==> config.mk <==
export PLATFORM = sky130hd
export DESIGN_NAME = sqsr_cell
export DESIGN_NICKNAME = d
export VERILOG_FILES = /design/src/hdl/sqsr_pkg.sv /design/src/hdl/sqsr_cell.sv
export SDC_FILE = /design/constraint.sdc
export NUM_CORES = 1
export LEC_CHECK = 0
export BUFFER_PORTS_ARGS = -buffer_cell sky130_fd_sc_hd__clkbuf_2
export CORE_MARGIN = 4
export CORE_UTILIZATION = 35
export CTS_CLUSTER_SIZE = 8
export DETAILED_ROUTE_END_ITERATION = 10
export GPL_ROUTABILITY_DRIVEN = 0
export GPL_TIMING_DRIVEN = 0
export HOLD_SLACK_MARGIN = 0.03
export PLACE_DENSITY = 0.78
export REMOVE_ABC_BUFFERS = 1
export SLEW_MARGIN = 25
export SYNTH_ARGS = -nofsm -noshare
export SYNTH_HDL_FRONTEND = slang
export SYNTH_SLANG_ARGS = --single-unit
==> constraint.sdc <==
create_clock -name aclk -period 1.2 [get_ports aclk]
set_input_delay 0 -clock aclk [delete_from_list [all_inputs] [get_ports aclk]]
set_output_delay 0 -clock aclk [all_outputs]
set_load 0.01 [all_outputs]
==> src/hdl/sqsr_pkg.sv <==
// ----------------------------------------------------------------------------
// sqsr_pkg
// Shared types and constants for the shifting queue with swap and remove.
// ----------------------------------------------------------------------------
package sqsr_pkg;

    localparam int CAPACITY_DEF    = 64;
    localparam int ENTRY_WIDTH_DEF = 32;

    localparam int MODE_W        = 2;
    localparam int ENTRY_FIELD_W = 32;
    localparam int INDEX_FIELD_W = 6;
    localparam int STATUS_W      = 2;
    localparam int COUNT_FIELD_W = 7;

    localparam int S_TDATA_W = 48;
    localparam int M_TDATA_W = 48;

    typedef enum logic [MODE_W-1:0] {
        MODE_ENQUEUE = 2'd0,
        MODE_DEQUEUE = 2'd1,
        MODE_SWAP    = 2'd2,
        MODE_REMOVE  = 2'd3
    } mode_t;

    typedef enum logic [STATUS_W-1:0] {
        ST_DONE     = 2'd0,
        ST_FULL     = 2'd1,
        ST_EMPTY    = 2'd2,
        ST_BAD_POS  = 2'd3
    } status_t;

    // Per-cell control decoded once per command by the top level.
    typedef struct packed {
        logic load_in;  // take the incoming entry (tail append)
        logic shift;    // take the right-hand neighbor's entry
        logic take_a;   // take the entry read on bus A (swap)
        logic take_b;   // take the entry read on bus B (swap)
        logic sel_a;    // drive this cell's entry onto bus A
        logic sel_b;    // drive this cell's entry onto bus B
    } cell_ctl_t;

endpackage

==> src/hdl/sqsr_cell.sv <==
// ----------------------------------------------------------------------------
// sqsr_cell
// One queue position: holds an entry and loads the new entry, its neighbor's
// entry or a swap partner as its control says.
// ----------------------------------------------------------------------------
module sqsr_cell #(
    parameter int ENTRY_WIDTH = sqsr_pkg::ENTRY_WIDTH_DEF
) (
    input  logic                   aclk,
    input  sqsr_pkg::cell_ctl_t    ctl,
    input  logic [ENTRY_WIDTH-1:0] entry_val,
    input  logic [ENTRY_WIDTH-1:0] next_val,
    input  logic [ENTRY_WIDTH-1:0] bus_a,
    input  logic [ENTRY_WIDTH-1:0] bus_b,
    output logic [ENTRY_WIDTH-1:0] q,
    output logic [ENTRY_WIDTH-1:0] rd_a,
    output logic [ENTRY_WIDTH-1:0] rd_b
);
    import sqsr_pkg::*;

    logic [ENTRY_WIDTH-1:0] val_reg;
    logic [ENTRY_WIDTH-1:0] val_next;

    always_comb begin
        val_next = val_reg;
        if (ctl.load_in) begin
            val_next = entry_val;
        end else if (ctl.shift) begin
            val_next = next_val;
        end else if (ctl.take_a) begin
            val_next = bus_a;
        end else if (ctl.take_b) begin
            val_next = bus_b;
        end
    end

    always_ff @(posedge aclk) begin
        val_reg <= val_next;
    end

    assign q    = val_reg;
    assign rd_a = ctl.sel_a ? val_reg : '0;
    assign rd_b = ctl.sel_b ? val_reg : '0;

endmodule

---- After elaboration in Yosys (flattened, before gate mapping) ----
Index checks and enable logic that the tools add are counted.
word-level totals
  output and inout port bits .............. 96
  register bits after elaboration ......... 32
  word-level logic and storage cells ...... 8
cells by class
  reductions and logical operators ........ 1
  multiplexer cells ....................... 6
operator list
  cell                count
  two-way mux 32 bit  6
  nonzero test 4 bit  1

---- Longest topological paths before layout ----
  depth after elaboration ................. 4
  depth in mapped cells ................... 4

---- Worst setup path before layout ----
OpenSTA, ideal clock, no wires.
  path type ............................... input to register
  from .................................... in ctl[5] in the netlist's numbering
  to ...................................... reg val_reg[0] (netlist: q[0]), enable pin
  library setup time ...................... 312 ps
  path slack .............................. 74 ps
  data arrival time ....................... 815 ps
  data required time ...................... 888 ps
  stages .................................. 2
  buffers on the path ..................... 1
  path through ............................ buf_6 > or4_4
between the ends
  word-level cells in the longest chain between the ends .. 1
ends and longest elaborated chain
  what                          RTL line         RTL
  start: declaration            sqsr_cell.sv:10  input sqsr_pkg::cell_ctl_t ctl,
  nonzero test 4 bit (no line)  --
  end signal: assignment        sqsr_cell.sv:38  val_reg <= val_next;
  end: declaration              sqsr_cell.sv:21  logic [ENTRY_WIDTH-1:0] val_reg;
Every way passes these cells.
A chain may end at the register's enable or synchronous reset.

---- Worst setup path in the final report ----
  from .................................... reg val_reg[27] (netlist: q[27])
  to ...................................... out rd_b[27]
between the ends
  word-level cells in the longest chain between the ends .. 1
ends and longest elaborated chain
  what                RTL line         RTL
  two-way mux 32 bit  sqsr_cell.sv:43  assign rd_b = ctl.sel_b ? val_reg : '0;
  end: declaration    sqsr_cell.sv:17  output logic [ENTRY_WIDTH-1:0] rd_b
Every way passes these cells.

==> results.txt <==
* Synthesized area: 2671 sq um
* M1 WL: 3254 um
- The detailed router placed 2711 vias in this run.
- On the critical path, the stage with the largest delay is an instance of sky130_fd_sc_hd__edfxtp_1.
* Area growth syn-to-layout: 48.10%
* Worst-margin pin slew: 0.6131 ns
- Global-route wire length before repair: 13190 um
- Counting flops with an async set or reset pin after synthesis yields a share of 0%.
- Synth top cells by count: 64 x sky130_fd_sc_hd__and2_1, 32 x sky130_fd_sc_hd__edfxtp_1, 32 x sky130_fd_sc_hd__mux2i_1, 32 x sky130_fd_sc_hd__nor3b_1, 31 x sky130_fd_sc_hd__nor2b_1
* Top-area cell type share of the netlist area: 35.97%
- Final setup viols: 0
- After detailed routing, no signal wire sits above met4.
- Across the run, the number of max-cap violations was 0.
* Clock Root Buffer: sky130_fd_sc_hd__clkbuf_8
- The floorplan has 31 rows.
- The clock passes through at most 2 buffers.
- The synthesized design contains 32 enable-type register cells.
- Synth unique cells: 16
- Floorplan die height: 95.37 um
- Category of the most critical setup path: flip-flop to primary output
- Most repeated cell in the gate-level netlist after synthesis: sky130_fd_sc_hd__and2_1
* Initial core utilization: 36.44%
- Clk slew on worst S/H paths: 0.07 ns
* Number of inserted filler cells in the final layout: 692
* Pre-antenna DRT Iters: 4
* Overall track demand over capacity in global routing: 18.52%
* Share of the yosys chip area belonging to registers: 35.97%
- The region available for standard cell placement spans 7331 sq um.
- For this design the total switching power over the nets is 1.101 mW.
- Final cell count without fillers: 568
- Signal arrival time at the worst endpoint: 1.02 ns
* Max FFs per register: 32
* Number of nets in the final layout: 603
- The count of endpoints failing hold in the final timing report is 0.
- Number of sinks driven by the clock tree: 32
* Hold Path Class: input pin to flip-flop
- Overflow after GRT: 0
- The share of total power dissipated in the clock network is 22.3%.
- Num CTS Buffers: 5
* Slowest cell delay on critical path: 0.43 ns
* Width of the chip: 95.37 um
- Setup crit end kind: primary output
- Maximum level of the CTS H-tree: 2
- In this run the worst path has a maximum fanout of 3.
* Largest area contributor in the synthesized netlist: sky130_fd_sc_hd__edfxtp_1
* Main area contributors after synthesis: sky130_fd_sc_hd__edfxtp_1 36%, sky130_fd_sc_hd__and2_1 15%, sky130_fd_sc_hd__a211oi_2 14%, sky130_fd_sc_hd__mux2i_1 12%, sky130_fd_sc_hd__nor3b_1 9.0%
* CTS tree: yes
* Share of total power consumed by net switching: 31.26%
* Status: finished, final reports clean
- In this run the power density over the cells is 890.3 nW/um^2.
- Fmax: 980.7 MHz
- Setup repair after global routing left no endpoint under its margin.
- IR analysis of the VDD net gives a maximum drop of 495.9 uV.
* Post-placement cell count: 556
- The initial antenna violation count was 0.
- Primary flip-flop cell chosen by synthesis mapping: sky130_fd_sc_hd__edfxtp_1
- Post-layout minimum cycle time: 1.020 ns
- STA classifies the critical path startpoint as a flip-flop.
- Number of global-route vias before repair: 2767
* Number of warnings printed during yosys synthesis: 0
* Worst-case headroom to the max-slew limit: 59.13%
- Cells with a size suffix above 1 make up 57.78% of the layout.
- Buffers placed on the I/O ports in this run total 230.
- Number of antenna repair diodes: 0
* Leakage dissipation: 1.903 nW
* Detailed-route vias per instance: 4.773
- # IOs: 231
- In the synthesized netlist, the number of instances is 249.
- The share of total power dissipated in combinational logic is 35.9%.
- Dividing the synthesized area by the synthesized cell count gives 10.73 sq um.
* Portion of total power attributed to sequential cells: 41.8%
- The critical path goes through and2_1, clkbuf_2.
* Pin count of the biggest net entering global routing: 70
- The design draws 3.522 mW.
- The die covers 9094 sq um.
- Flops & latches, synth: 32
- Number of buffers inserted by hold repair at cts: 0
- Drt initial violations: 61
* Max-slew violation count: 0
* Routed length on met3: 710 um
- Share of the clock period used by the worst path: 84.97%
* Post-Route Setup TNS: 0 ns
- Count of antenna-violating nets left after detailed routing: 0
* Average detailed-routed wire length per instance: 15.49 um
- Detailed Route WL: 8798 um
* DRC violations left: 0
* Detailed placer's ending HPWL: 6675 um
- Cell internal power was estimated by the tool at 2.421 mW.
- Data required time of the worst path: 1.20 ns
* Met2 routed wirelength: 4763 um
-- power by group through the flow --
| stage | Combinational (mW) | Sequential [mW] | Clock [mW] |
|---|---|---|---|
| CTS | 1.28 | 1.47 | 0.815 |
| global route | 1.39 | 1.49 | 0.854 |
| detailed placement | 1.27 | 1.50 | 0 |
| global placement | 1.23 | 1.49 | 0 |
| floorplan | 0.525 | 1.54 | 0 |
| finish | 1.27 | 1.47 | 0.786 |
-- what timing repair did --
item,CTS,global route
gates resized for setup,5,5
gates cloned,3,0
endpoints found under the setup margin,64,8
buffers inserted,1,0
pin swaps,2,0
-- stage by stage --
step,cell area [sq um],setup WS (ns),utilization [%],hold slack [ns]
floorplan,2521,-1.079,-,0.1444
global placement,3796,-2.996,51.78,0.3738
detailed placement,3824,-0.8755,52.16,0.3778
CTS,3950,0.02260,53.88,0.08144
global route,3956,0.08338,53.97,0.08955
finish,3956,0.1804,53.97,0.08584
-- final cells by class --
type / instances / area, sq um / share of cell area, %
multi-input cells: 196 / 1598 / 40.39
inverters: 1 / 3.754 / 0.09488
flip-flops and latches: 32 / 960.9 / 24.29
repair buffers: 232 / 1190 / 30.08
clock inverters: 1 / 3.754 / 0.09488
well taps: 99 / 123.9 / 3.131
clock buffers: 7 / 76.32 / 1.929
-- path summary, 6_finish.rpt --
| check | end | startpoint | slack [ns] | cells after the start |
|---|---|---|---|---|
| max | rd_b[27] | q[27] | 0.18 | 2 |
| min | q[16] | next_val[16] | 0.09 | 3 |
-- critical path: cells and delay by family, from the launching register on --
kind	cells	cell delay [ns]
buffers and inverters	1	0.12
flip-flops	1	0.43
AND/OR/NAND/NOR	1	0.19
-- metal layers --
| metal | vias up | GRT usage, % |
|---|---|---|
| met5 | - | 0 |
| met4 | 0 | 3.606 |
| met3 | 6 | 4.025 |
| met2 | 119 | 35.57 |
| met1 | 1249 | 20.80 |
| li1 | 1337 | - |
-- cells by family after synthesis --
logic type,share of synthesized area (%)
AOI/OAI and AO/OA,14.47
buffers and inverters,5.760
DFF,35.97
muxes,11.99
and+or+nand+nor,31.80
-- layout by cell type (no fill, tap or decap), types with 4 or more instances in the layout --
cell type                    n
sky130_fd_sc_hd__edfxtp_1   32
sky130_fd_sc_hd__and2_1     64
sky130_fd_sc_hd__a211oi_2   29
sky130_fd_sc_hd__mux2i_1    32
sky130_fd_sc_hd__nor3b_1    32
sky130_fd_sc_hd__clkbuf_2  227
sky130_fd_sc_hd__or4_4       4
sky130_fd_sc_hd__clkbuf_8    5
sky130_fd_sc_hd__nor2b_1    31
Note: power is estimated with default switching activity, not from simulation.
